### src/sv/lms_adaptive_fir_top_assert.svh
// Assertion macros used by the control unit (lmsaf_ctrl) of the adaptive filter.
`ifndef LMS_ADAPTIVE_FIR_TOP_ASSERT_SVH
`define LMS_ADAPTIVE_FIR_TOP_ASSERT_SVH

`ifndef SYNTHESIS
`define LMSAF_ASSERT_SAME(lbl, ante, cons, msg) \
    lbl: assert property (@(posedge clk) disable iff (!rst_n) (ante) |-> (cons)) \
        else $error(msg);
`define LMSAF_ASSERT_NEXT(lbl, ante, cons, msg) \
    lbl: assert property (@(posedge clk) disable iff (!rst_n) (ante) |=> (cons)) \
        else $error(msg);
`else
`define LMSAF_ASSERT_SAME(lbl, ante, cons, msg)
`define LMSAF_ASSERT_NEXT(lbl, ante, cons, msg)
`endif

`endif

### src/sv/lmsaf_pkg.sv
package lmsaf_pkg;

    localparam int SAMPLE_W    = 16;
    localparam int COEF_W      = 32;
    localparam int STEP_W      = 16;
    localparam int TAPS_W      = 7;
    localparam int MUL_A_W     = 33;
    localparam int PROD_W      = MUL_A_W + SAMPLE_W;
    localparam int CFG_DATA_W  = 16;
    localparam int CFG_INDEX_W = 1;
    localparam int DEF_TAPS    = 64;

    localparam logic [STEP_W-1:0] STEP_RESET = 16'd328;
    localparam logic [TAPS_W-1:0] TAPS_RESET = 7'd64;

    localparam logic [CFG_INDEX_W-1:0] REG_STEP_SIZE   = 1'd0;
    localparam logic [CFG_INDEX_W-1:0] REG_TAPS_IN_USE = 1'd1;

    typedef enum logic [3:0] {
        ST_CLEAR,
        ST_IDLE,
        ST_FIR,
        ST_FIR_DRAIN,
        ST_ERR,
        ST_MUE,
        ST_LOAD_MU,
        ST_UPD,
        ST_UPD_DRAIN,
        ST_DONE
    } state_t;

    typedef struct packed {
        logic ready;
        logic clearing;
        logic issue;
        logic upd_mode;
        logic stage2;
        logic form_err;
        logic mul_mue;
        logic load_me;
        logic finish;
    } ctrl_t;

endpackage

### src/sv/lmsaf_ram.sv
module lmsaf_ram #(
    parameter int WIDTH = 16,
    parameter int DEPTH = 64,
    localparam int AW = (DEPTH > 1) ? $clog2(DEPTH) : 1
) (
    input  logic             clk,
    input  logic             we,
    input  logic [AW-1:0]    waddr,
    input  logic [WIDTH-1:0] wdata,
    input  logic [AW-1:0]    raddr,
    output logic [WIDTH-1:0] rdata
);

    logic [WIDTH-1:0] mem [DEPTH];
    logic [WIDTH-1:0] rdata_reg;

    always_ff @(posedge clk)
    begin
        if (we)
        begin
            mem[waddr] <= wdata;
        end
        rdata_reg <= mem[raddr];
    end

    assign rdata = rdata_reg;

endmodule

### src/sv/lmsaf_mul.sv
module lmsaf_mul (
    input  logic                                 clk,
    input  logic signed [lmsaf_pkg::MUL_A_W-1:0] a,
    input  logic signed [lmsaf_pkg::SAMPLE_W-1:0] b,
    output logic signed [lmsaf_pkg::PROD_W-1:0]  prod
);

    import lmsaf_pkg::*;

    logic signed [PROD_W-1:0] prod_reg;

    always_ff @(posedge clk)
    begin
        prod_reg <= a * b;
    end

    assign prod = prod_reg;

endmodule

### src/sv/lmsaf_ctrl.sv
`include "lms_adaptive_fir_top_assert.svh"

module lmsaf_ctrl #(
    parameter int TAPS = lmsaf_pkg::DEF_TAPS,
    localparam int ADDR_W = (TAPS > 1) ? $clog2(TAPS) : 1,
    localparam int CNT_W = $clog2(TAPS + 1)
) (
    input  logic                 clk,
    input  logic                 rst_n,
    input  logic                 start,
    input  logic [CNT_W-1:0]     len,
    input  logic                 out_free,
    output lmsaf_pkg::ctrl_t     ctrl,
    output logic [ADDR_W-1:0]    tap_addr,
    output logic [ADDR_W-1:0]    dly_addr,
    output logic [ADDR_W-1:0]    wb_addr,
    output logic [ADDR_W-1:0]    head
);

    import lmsaf_pkg::*;

    localparam logic [ADDR_W-1:0] LAST_ADDR = ADDR_W'(TAPS - 1);
    localparam logic [CNT_W-1:0]  LAST_CNT  = CNT_W'(TAPS - 1);

    state_t            state_reg, state_next;
    logic [CNT_W-1:0]  cnt_reg, cnt_next;
    logic [ADDR_W-1:0] rd_reg, rd_next;
    logic [ADDR_W-1:0] head_reg, head_next;
    logic              upd_reg, upd_next;
    logic              v1_reg, v1_next;
    logic              v2_reg;
    logic [ADDR_W-1:0] a1_reg;
    logic [ADDR_W-1:0] a2_reg;
    logic              last_issue;

    always_ff @(posedge clk or negedge rst_n)
    begin
        if (!rst_n)
        begin
            state_reg <= ST_CLEAR;
            cnt_reg   <= '0;
            rd_reg    <= '0;
            head_reg  <= '0;
            upd_reg   <= 1'b0;
            v1_reg    <= 1'b0;
            v2_reg    <= 1'b0;
        end
        else
        begin
            state_reg <= state_next;
            cnt_reg   <= cnt_next;
            rd_reg    <= rd_next;
            head_reg  <= head_next;
            upd_reg   <= upd_next;
            v1_reg    <= v1_next;
            v2_reg    <= v1_reg;
        end
    end

    always_ff @(posedge clk)
    begin
        a1_reg <= cnt_reg[ADDR_W-1:0];
        a2_reg <= a1_reg;
    end

    assign last_issue = (cnt_reg == len - CNT_W'(1));

    always_comb
    begin
        state_next = state_reg;
        cnt_next   = cnt_reg;
        rd_next    = rd_reg;
        head_next  = head_reg;
        upd_next   = upd_reg;
        v1_next    = 1'b0;
        ctrl       = '0;
        ctrl.upd_mode = upd_reg;
        ctrl.stage2   = v2_reg;

        case (state_reg)
            ST_CLEAR:
            begin
                ctrl.clearing = 1'b1;
                if (cnt_reg == LAST_CNT)
                begin
                    cnt_next   = '0;
                    state_next = ST_IDLE;
                end
                else
                begin
                    cnt_next = cnt_reg + CNT_W'(1);
                end
            end
            ST_IDLE:
            begin
                ctrl.ready = 1'b1;
                if (start)
                begin
                    cnt_next   = '0;
                    rd_next    = head_reg;
                    upd_next   = 1'b0;
                    state_next = (len == '0) ? ST_ERR : ST_FIR;
                end
            end
            ST_FIR, ST_UPD:
            begin
                ctrl.issue = 1'b1;
                v1_next    = 1'b1;
                cnt_next   = cnt_reg + CNT_W'(1);
                rd_next    = (rd_reg == '0) ? LAST_ADDR : rd_reg - ADDR_W'(1);
                if (last_issue)
                begin
                    state_next = (state_reg == ST_FIR) ? ST_FIR_DRAIN : ST_UPD_DRAIN;
                end
            end
            ST_FIR_DRAIN:
            begin
                if (!v1_reg && !v2_reg)
                begin
                    state_next = ST_ERR;
                end
            end
            ST_ERR:
            begin
                ctrl.form_err = 1'b1;
                state_next    = ST_MUE;
            end
            ST_MUE:
            begin
                ctrl.mul_mue = 1'b1;
                state_next   = ST_LOAD_MU;
            end
            ST_LOAD_MU:
            begin
                ctrl.load_me = 1'b1;
                cnt_next     = '0;
                rd_next      = head_reg;
                upd_next     = 1'b1;
                state_next   = (len == '0) ? ST_DONE : ST_UPD;
            end
            ST_UPD_DRAIN:
            begin
                if (!v1_reg && !v2_reg)
                begin
                    state_next = ST_DONE;
                end
            end
            ST_DONE:
            begin
                if (out_free)
                begin
                    ctrl.finish = 1'b1;
                    head_next   = (head_reg == LAST_ADDR) ? '0 : head_reg + ADDR_W'(1);
                    state_next  = ST_IDLE;
                end
            end
            default:
            begin
                state_next = ST_CLEAR;
                cnt_next   = '0;
            end
        endcase
    end

    assign tap_addr = cnt_reg[ADDR_W-1:0];
    assign dly_addr = rd_reg;
    assign wb_addr  = a2_reg;
    assign head     = head_reg;

    `LMSAF_ASSERT_NEXT(a_pipe_order, v1_reg, v2_reg, "product stage lost an item")
    `LMSAF_ASSERT_SAME(a_sum_done, state_reg == ST_ERR, !v1_reg && !v2_reg,
        "error formed before the sum was complete")
    `LMSAF_ASSERT_SAME(a_wb_window, v2_reg && upd_reg,
        state_reg == ST_UPD || state_reg == ST_UPD_DRAIN,
        "coefficient written outside the update pass")
    `LMSAF_ASSERT_NEXT(a_start_step, start && state_reg == ST_IDLE,
        state_reg == ST_FIR || state_reg == ST_ERR, "accepted item did not start a pass")

endmodule

### src/sv/lms_adaptive_fir_top.sv
// LMS adaptive FIR filter. Each input item carries a Q1.15 sample and a Q1.15 desired
// value; each result carries the saturated filter output y and the error desired - y.
// A single shared multiplier does all the arithmetic: one pass over the L active taps
// forms y, then one multiply forms step*error, then a second pass over the L taps
// updates the coefficients with the same regressor that produced y. The result is
// offered once the update pass is complete (both passes are skipped when no tap is
// active), and s_tready stays low until then, so no new item is taken while one is in
// progress; the next item can be taken in the same cycle that the result is offered.
// A result that the sink has not yet taken holds the block in its last step. After
// reset the block zeroes the coefficient and delay-line memories before it accepts its
// first item. Configuration writes belong between items, while no item is in progress.
module lms_adaptive_fir_top #(
    parameter int TAPS = lmsaf_pkg::DEF_TAPS
) (
    input  logic                                 clk,
    input  logic                                 rst_n,
    input  logic                                 s_tvalid,
    output logic                                 s_tready,
    // sample_in [15:0], desired_in [31:16]
    input  logic [31:0]                          s_tdata,
    output logic                                 m_tvalid,
    input  logic                                 m_tready,
    // filter_out [15:0], error_out [31:16]
    output logic [31:0]                          m_tdata,
    input  logic                                 cfg_we,
    input  logic [lmsaf_pkg::CFG_INDEX_W-1:0]    cfg_index,
    input  logic [lmsaf_pkg::CFG_DATA_W-1:0]     cfg_data
);

    import lmsaf_pkg::*;

    localparam int ADDR_W = (TAPS > 1) ? $clog2(TAPS) : 1;
    localparam int CNT_W  = $clog2(TAPS + 1);
    localparam int ACC_W  = PROD_W + 1 + $clog2(TAPS);
    localparam int DL_W   = PROD_W - 16;

    localparam logic signed [ACC_W-1:0]  ACC_HALF  = ACC_W'(64'sd536870912);
    localparam logic signed [PROD_W-1:0] PROD_HALF = PROD_W'(64'sd32768);

    ctrl_t                       ctrl;
    logic                        start;
    logic                        out_free;
    logic [CNT_W-1:0]            len;
    logic [ADDR_W-1:0]           tap_addr;
    logic [ADDR_W-1:0]           dly_addr;
    logic [ADDR_W-1:0]           wb_addr;
    logic [ADDR_W-1:0]           head;

    logic [STEP_W-1:0]           step_size_reg;
    logic [TAPS_W-1:0]           taps_in_use_reg;

    logic signed [SAMPLE_W-1:0]  desired_reg;
    logic signed [ACC_W-1:0]     acc_reg, acc_next;
    logic signed [SAMPLE_W-1:0]  y_reg, y_next;
    logic signed [SAMPLE_W-1:0]  e_reg, e_next;
    logic signed [MUL_A_W-1:0]   me_reg;
    logic signed [COEF_W-1:0]    coef_d_reg;
    logic                        out_valid_reg;
    logic [31:0]                 out_data_reg;

    logic                        coef_we;
    logic [ADDR_W-1:0]           coef_waddr;
    logic [COEF_W-1:0]           coef_wdata;
    logic [COEF_W-1:0]           coef_rdata;
    logic                        dly_we;
    logic [ADDR_W-1:0]           dly_waddr;
    logic [SAMPLE_W-1:0]         dly_wdata;
    logic [SAMPLE_W-1:0]         dly_rdata;

    logic signed [MUL_A_W-1:0]   mul_a;
    logic signed [SAMPLE_W-1:0]  mul_b;
    logic signed [PROD_W-1:0]    prod;

    logic signed [ACC_W-1:0]     acc_rnd;
    logic signed [ACC_W-31:0]    y_wide;
    logic signed [SAMPLE_W:0]    e_wide;
    logic signed [PROD_W-1:0]    prod_rnd;
    logic signed [DL_W-1:0]      delta;
    logic signed [COEF_W+1:0]    coef_sum;
    logic signed [COEF_W-1:0]    coef_new;

    assign start    = s_tvalid && ctrl.ready;
    assign s_tready = ctrl.ready;
    assign out_free = !out_valid_reg || m_tready;
    assign m_tvalid = out_valid_reg;
    assign m_tdata  = out_data_reg;

    always_ff @(posedge clk or negedge rst_n)
    begin
        if (!rst_n)
        begin
            step_size_reg   <= STEP_RESET;
            taps_in_use_reg <= TAPS_RESET;
        end
        else if (cfg_we)
        begin
            case (cfg_index)
                REG_STEP_SIZE:   step_size_reg   <= cfg_data[STEP_W-1:0];
                REG_TAPS_IN_USE: taps_in_use_reg <= cfg_data[TAPS_W-1:0];
                default:         step_size_reg   <= step_size_reg;
            endcase
        end
    end

    always_comb
    begin
        if (int'(taps_in_use_reg) > TAPS)
        begin
            len = CNT_W'(TAPS);
        end
        else
        begin
            len = CNT_W'(taps_in_use_reg);
        end
    end

    lmsaf_ctrl #(
        .TAPS(TAPS)
    ) u_ctrl (
        .clk      (clk),
        .rst_n    (rst_n),
        .start    (start),
        .len      (len),
        .out_free (out_free),
        .ctrl     (ctrl),
        .tap_addr (tap_addr),
        .dly_addr (dly_addr),
        .wb_addr  (wb_addr),
        .head     (head)
    );

    assign dly_we    = ctrl.clearing || start;
    assign dly_waddr = ctrl.clearing ? tap_addr : head;
    assign dly_wdata = ctrl.clearing ? '0 : s_tdata[SAMPLE_W-1:0];

    assign coef_we    = ctrl.clearing || (ctrl.stage2 && ctrl.upd_mode);
    assign coef_waddr = ctrl.clearing ? tap_addr : wb_addr;
    assign coef_wdata = ctrl.clearing ? '0 : coef_new;

    lmsaf_ram #(
        .WIDTH(SAMPLE_W),
        .DEPTH(TAPS)
    ) u_delay_ram (
        .clk   (clk),
        .we    (dly_we),
        .waddr (dly_waddr),
        .wdata (dly_wdata),
        .raddr (dly_addr),
        .rdata (dly_rdata)
    );

    lmsaf_ram #(
        .WIDTH(COEF_W),
        .DEPTH(TAPS)
    ) u_coef_ram (
        .clk   (clk),
        .we    (coef_we),
        .waddr (coef_waddr),
        .wdata (coef_wdata),
        .raddr (tap_addr),
        .rdata (coef_rdata)
    );

    always_comb
    begin
        if (ctrl.mul_mue)
        begin
            mul_a = $signed({{(MUL_A_W-STEP_W){1'b0}}, step_size_reg});
            mul_b = e_reg;
        end
        else if (ctrl.upd_mode)
        begin
            mul_a = me_reg;
            mul_b = $signed(dly_rdata);
        end
        else
        begin
            mul_a = $signed({coef_rdata[COEF_W-1], coef_rdata});
            mul_b = $signed(dly_rdata);
        end
    end

    lmsaf_mul u_mul (
        .clk  (clk),
        .a    (mul_a),
        .b    (mul_b),
        .prod (prod)
    );

    always_comb
    begin
        if (start)
        begin
            acc_next = '0;
        end
        else if (ctrl.stage2 && !ctrl.upd_mode)
        begin
            acc_next = acc_reg + $signed({{(ACC_W-PROD_W){prod[PROD_W-1]}}, prod});
        end
        else
        begin
            acc_next = acc_reg;
        end
    end

    // Output rounds half up, then saturates; the error saturates as well.
    always_comb
    begin
        acc_rnd = acc_reg + ACC_HALF;
        y_wide  = acc_rnd[ACC_W-1:30];
        if (y_wide > $signed((ACC_W-30)'(32767)))
        begin
            y_next = 16'sh7fff;
        end
        else if (y_wide < $signed((ACC_W-30)'(-32768)))
        begin
            y_next = 16'sh8000;
        end
        else
        begin
            y_next = y_wide[SAMPLE_W-1:0];
        end
        e_wide = $signed({desired_reg[SAMPLE_W-1], desired_reg})
               - $signed({y_next[SAMPLE_W-1], y_next});
        if (e_wide > 17'sd32767)
        begin
            e_next = 16'sh7fff;
        end
        else if (e_wide < -17'sd32768)
        begin
            e_next = 16'sh8000;
        end
        else
        begin
            e_next = e_wide[SAMPLE_W-1:0];
        end
    end

    always_comb
    begin
        prod_rnd = prod + PROD_HALF;
        delta    = prod_rnd[PROD_W-1:16];
        coef_sum = $signed({{2{coef_d_reg[COEF_W-1]}}, coef_d_reg})
                 + $signed({{(COEF_W+2-DL_W){delta[DL_W-1]}}, delta});
        if (coef_sum > $signed({3'b000, {(COEF_W-1){1'b1}}}))
        begin
            coef_new = {1'b0, {(COEF_W-1){1'b1}}};
        end
        else if (coef_sum < $signed({3'b111, {(COEF_W-1){1'b0}}}))
        begin
            coef_new = {1'b1, {(COEF_W-1){1'b0}}};
        end
        else
        begin
            coef_new = coef_sum[COEF_W-1:0];
        end
    end

    always_ff @(posedge clk)
    begin
        acc_reg    <= acc_next;
        coef_d_reg <= $signed(coef_rdata);
        if (start)
        begin
            desired_reg <= $signed(s_tdata[31:16]);
        end
        if (ctrl.form_err)
        begin
            y_reg <= y_next;
            e_reg <= e_next;
        end
        if (ctrl.load_me)
        begin
            me_reg <= prod[MUL_A_W-1:0];
        end
        if (ctrl.finish)
        begin
            out_data_reg <= {e_reg, y_reg};
        end
    end

    always_ff @(posedge clk or negedge rst_n)
    begin
        if (!rst_n)
        begin
            out_valid_reg <= 1'b0;
        end
        else if (ctrl.finish)
        begin
            out_valid_reg <= 1'b1;
        end
        else if (m_tready)
        begin
            out_valid_reg <= 1'b0;
        end
    end

endmodule

### config.mk
export PLATFORM = sky130hd
export DESIGN_NAME = lms_adaptive_fir_top
export DESIGN_NICKNAME = d
export VERILOG_FILES = /design/src/sv/lmsaf_pkg.sv /design/src/sv/lmsaf_ram.sv /design/src/sv/lmsaf_mul.sv /design/src/sv/lmsaf_ctrl.sv /design/src/sv/lms_adaptive_fir_top.sv
export VERILOG_INCLUDE_DIRS = /design/src /design/src/sv
export SDC_FILE = /design/constraint.sdc
export NUM_CORES = 2
export LEC_CHECK = 0
export ABC_AREA = 1
export BUFFER_PORTS_ARGS = -buffer_cell sky130_fd_sc_hd__buf_2
export CORE_ASPECT_RATIO = 2
export CORE_MARGIN = 2
export CORE_UTILIZATION = 57
export CTS_BUF_LIST = sky130_fd_sc_hd__clkbuf_16
export DETAILED_ROUTE_END_ITERATION = 6
export PLACE_DENSITY = 0.73
export SKIP_CTS_REPAIR_TIMING = 1
export SLEW_MARGIN = 20
export SYNTH_ARGS = -nofsm -noshare
export SYNTH_HDL_FRONTEND = slang
export SYNTH_SLANG_ARGS = --single-unit
### constraint.sdc
create_clock -name clk -period 20.4 [get_ports clk]
set_clock_uncertainty 0.2 [all_clocks]
set_input_delay 2.04 -clock clk [delete_from_list [all_inputs] [get_ports clk]]
set_output_delay 2.04 -clock clk [all_outputs]
set_load 0.1 [all_outputs]
==> run metrics <==
Overflow after GRT 0; fraction of layout cells with a size suffix above 1 around 7.7%; die area 281000 um2; Die W about 380 um; Seq. cell area just over 100000 um2; DR iter-0 viols 15300; IO Pins 88; Total Routing Usage GR between 30 and 40%; post-synthesis sequential area ratio between 60% and 70%; RSZ-0062 raised after global routing false; largest net degree at the start of global routing around 170; failing checks design-rule violations; H-tree Lvls 5; mapped cell area 157000 um2; cells after synthesis ~13000; Post-DRT Antenna Nets 0; vias in the first global route around 100k; first-pass GRT wire length between 600000 and 700000 um; Synth Flop Type edfxtp_1; Cell Area, Placed around 160000 um2; critical path's most frequent cell inv_1; Final Hold Fails 0; metal3 WL 56400 um; critical path capture point type register; Post-layout nets approximately 14000; Synth async-reset ratio roughly 1.5%; die height approximately 750 um; Fin Setup TNS 0 ps; Initial Utilization a little under three fifths; Layout fillers between 20000 and 25000; Slew HR between 10% and 20%; crit-path max cell delay just over 900 ps; core area about 280000 um2; syn_nets ~14000; Slowest-stage cell, CP inv_1; WL met1 170000 um; Worst setup SP type register; crit share post-route 46.9%; Clock Path Buffers 4; status finished, violations left; final wirelength roughly 480000 um; Clock Sinks between 3000 and 4000; GPL Wtd Cong between 0.9 and 1; initial antenna violation count a little under 60; most frequent cell after synthesis edfxtp_1; DR WL/cell 27.9 um; Power per Cell Area between 100 and 150 nW/um2; Max Fclk around 100 MHz; Reg clk slew, reported paths roughly 70 ps; final slew viol count 0; Hold Crit Class register to register; Yosys top cell by area edfxtp_1; Post-DP HPWL approximately 300000 um; Setup violations, final 0; Multi-input gate area approximately 51000 um2; critical path's top delay family adder cells; CP Class register to register; Leakage 55.0 nW; Worst EP required ~21000 ps; CP Buf/Inv Count 11; root buffer cell clkbuf_16; synth-to-layout area growth 9.81%; Post-synth EDFFs 3185; Synth warnings 0; largest cells by area after synthesis edfxtp_1 61%, fa_1 6.4%, nor2_1 5.6%; First-pass DRT Iterations 7; TritonCTS clock tree yes; Yosys reg bits about 3400; WP data arrival just over 10000 ps; Post-synth top cells 3185 x edfxtp_1, 2369 x nor2_1, 1295 x o21ai_0, 1150 x nand2_1, 1074 x inv_1; Least-Margin Pin Slew between 1000 and 1500 ps; Num CTS Buffers 301; vias per cell roughly 6.3; input/output buffers 87; site row count approximately 270; min Tclk post-route 9570 ps; DRC errors left 12; vias post-DR between 100k and 150k; max cap viols 0; max reg flops between 2000 and 2500; worst skew pair latency 920 ps; VDD IR max 0.328 mV; top layer reached by signal wires met5; cell area after layout between 150000 and 200000 um2; Cell variety after synth ~70; post-synth top area share 60.7%; routed wl met2 217000 um; worst-path maximum fanout 32; syn avg cell area between 10 and 15 um2
-- placed cells by master, fill, tap and decap left out, types with 34 or more instances in the layout --
cell type	Yosys	layout
a21oi_1	317	315
a31oi_1	102	101
buf_2	4	87
buf_4	0	290
clkbuf_16	0	308
clkinv_1	15	66
clkinv_2	0	44
dfrtp_1	46	38
dfxtp_1	197	197
diode_2	0	141
edfxtp_1	3185	3185
fa_1	503	503
ha_1	223	223
inv_1	1074	1135
mux2i_1	201	201
nand2_1	1150	1146
nand3_1	315	314
nand4_1	45	45
nor2_1	2369	2279
nor2_4	2	89
nor3_1	41	40
o211ai_1	107	107
o21ai_0	1295	1259
o21bai_1	34	34
o221ai_1	288	288
o22ai_1	199	199
o32ai_1	316	315
xnor2_1	77	77
xor2_1	105	105
-- kinds of logic (layout without fill, tap and decap cells) --
group                    after synthesis  count (layout)  share of synthesized area (%)
AND/OR/NAND/NOR                     4008            4008                           10.1
XOR/XNOR                             183             183                           1.02
other                                  0             141                              0
buffers and inverters               1830            2015                           4.38
AO/OA/AOI/OAI                       2782            2782                           11.0
adder cells (fa/ha/maj)              726             726                           8.17
flip-flops                          3432            3432                           64.0
multiplexers                         205             205                           1.31
-- metal layers --
| metal | up-vias | GRT usage [%] |
|---|---|---|
| li1 | 46900 | - |
| met1 | 53200 | 43.0 |
| met2 | 6724 | 51.0 |
| met3 | 1196 | 8.55 |
| met4 | 44 | 20.1 |
| met5 | - | 0 |
-- cell type report --
class | count | area share (%)
Inverter | 1098 | 2.40
Timing Repair Buffer | 388 | 1.64
Sequential cell | 3432 | 58.3
Clock buffer | 308 | 4.46
Tap cell | 3575 | 2.59
Antenna cell | 141 | 0.204
Clock inverter | 221 | 1.02
Multi-Input combinational cell | 7904 | 29.4
-- report_power, final --
part	switching, mW	leakage (nW)	internal (mW)
combinational	5.17	24.9	2.99
sequential	0.283	25.2	7.76
clock	2.57	4.88	3.04
total	8.03	55.0	13.8
-- worst paths after layout --
kind	from	to	slack [ps]	depth (start not counted)
worst max-delay path	u_ctrl.state_reg[0]	u_mul.prod[43]	10830	32
worst min-delay path	u_ctrl.a1_reg[5]	u_ctrl.wb_addr[5]	110	0
worst max register to register	u_ctrl.state_reg[0]	u_mul.prod[43]	10830	32
worst min register to register	u_ctrl.a1_reg[5]	u_ctrl.wb_addr[5]	110	0
max in group asynchronous	rst_n	u_ctrl.cnt_reg[0]	18230	2
min in group asynchronous	rst_n	m_tvalid	1110	2
-- stage by stage --
stage	setup slack [ps]	utilization, %	hold WS, ps	instances	total power, mW
5_1_grt	10410	62.7	128	17100	23.1
6_report	10830	62.7	114	17100	21.8
4_1_cts	11020	62.6	119	16900	21.9
3_5_place_dp	11070	59.2	114	16400	16.3
3_3_place_gp	11000	59.2	111	16400	16.3
2_1_floorplan	13120	-	110	13200	13.8
-- worst reg2reg max path, delay by kind of cell (launching register included) --
family	cells	cell delay, ps
compound gates	6	1940
xor+xnor	1	150
fa+ha+maj	7	3340
buf+inv	11	2370
flops	1	440
simple gates	7	1050
(Power assumes the default switching activity.)
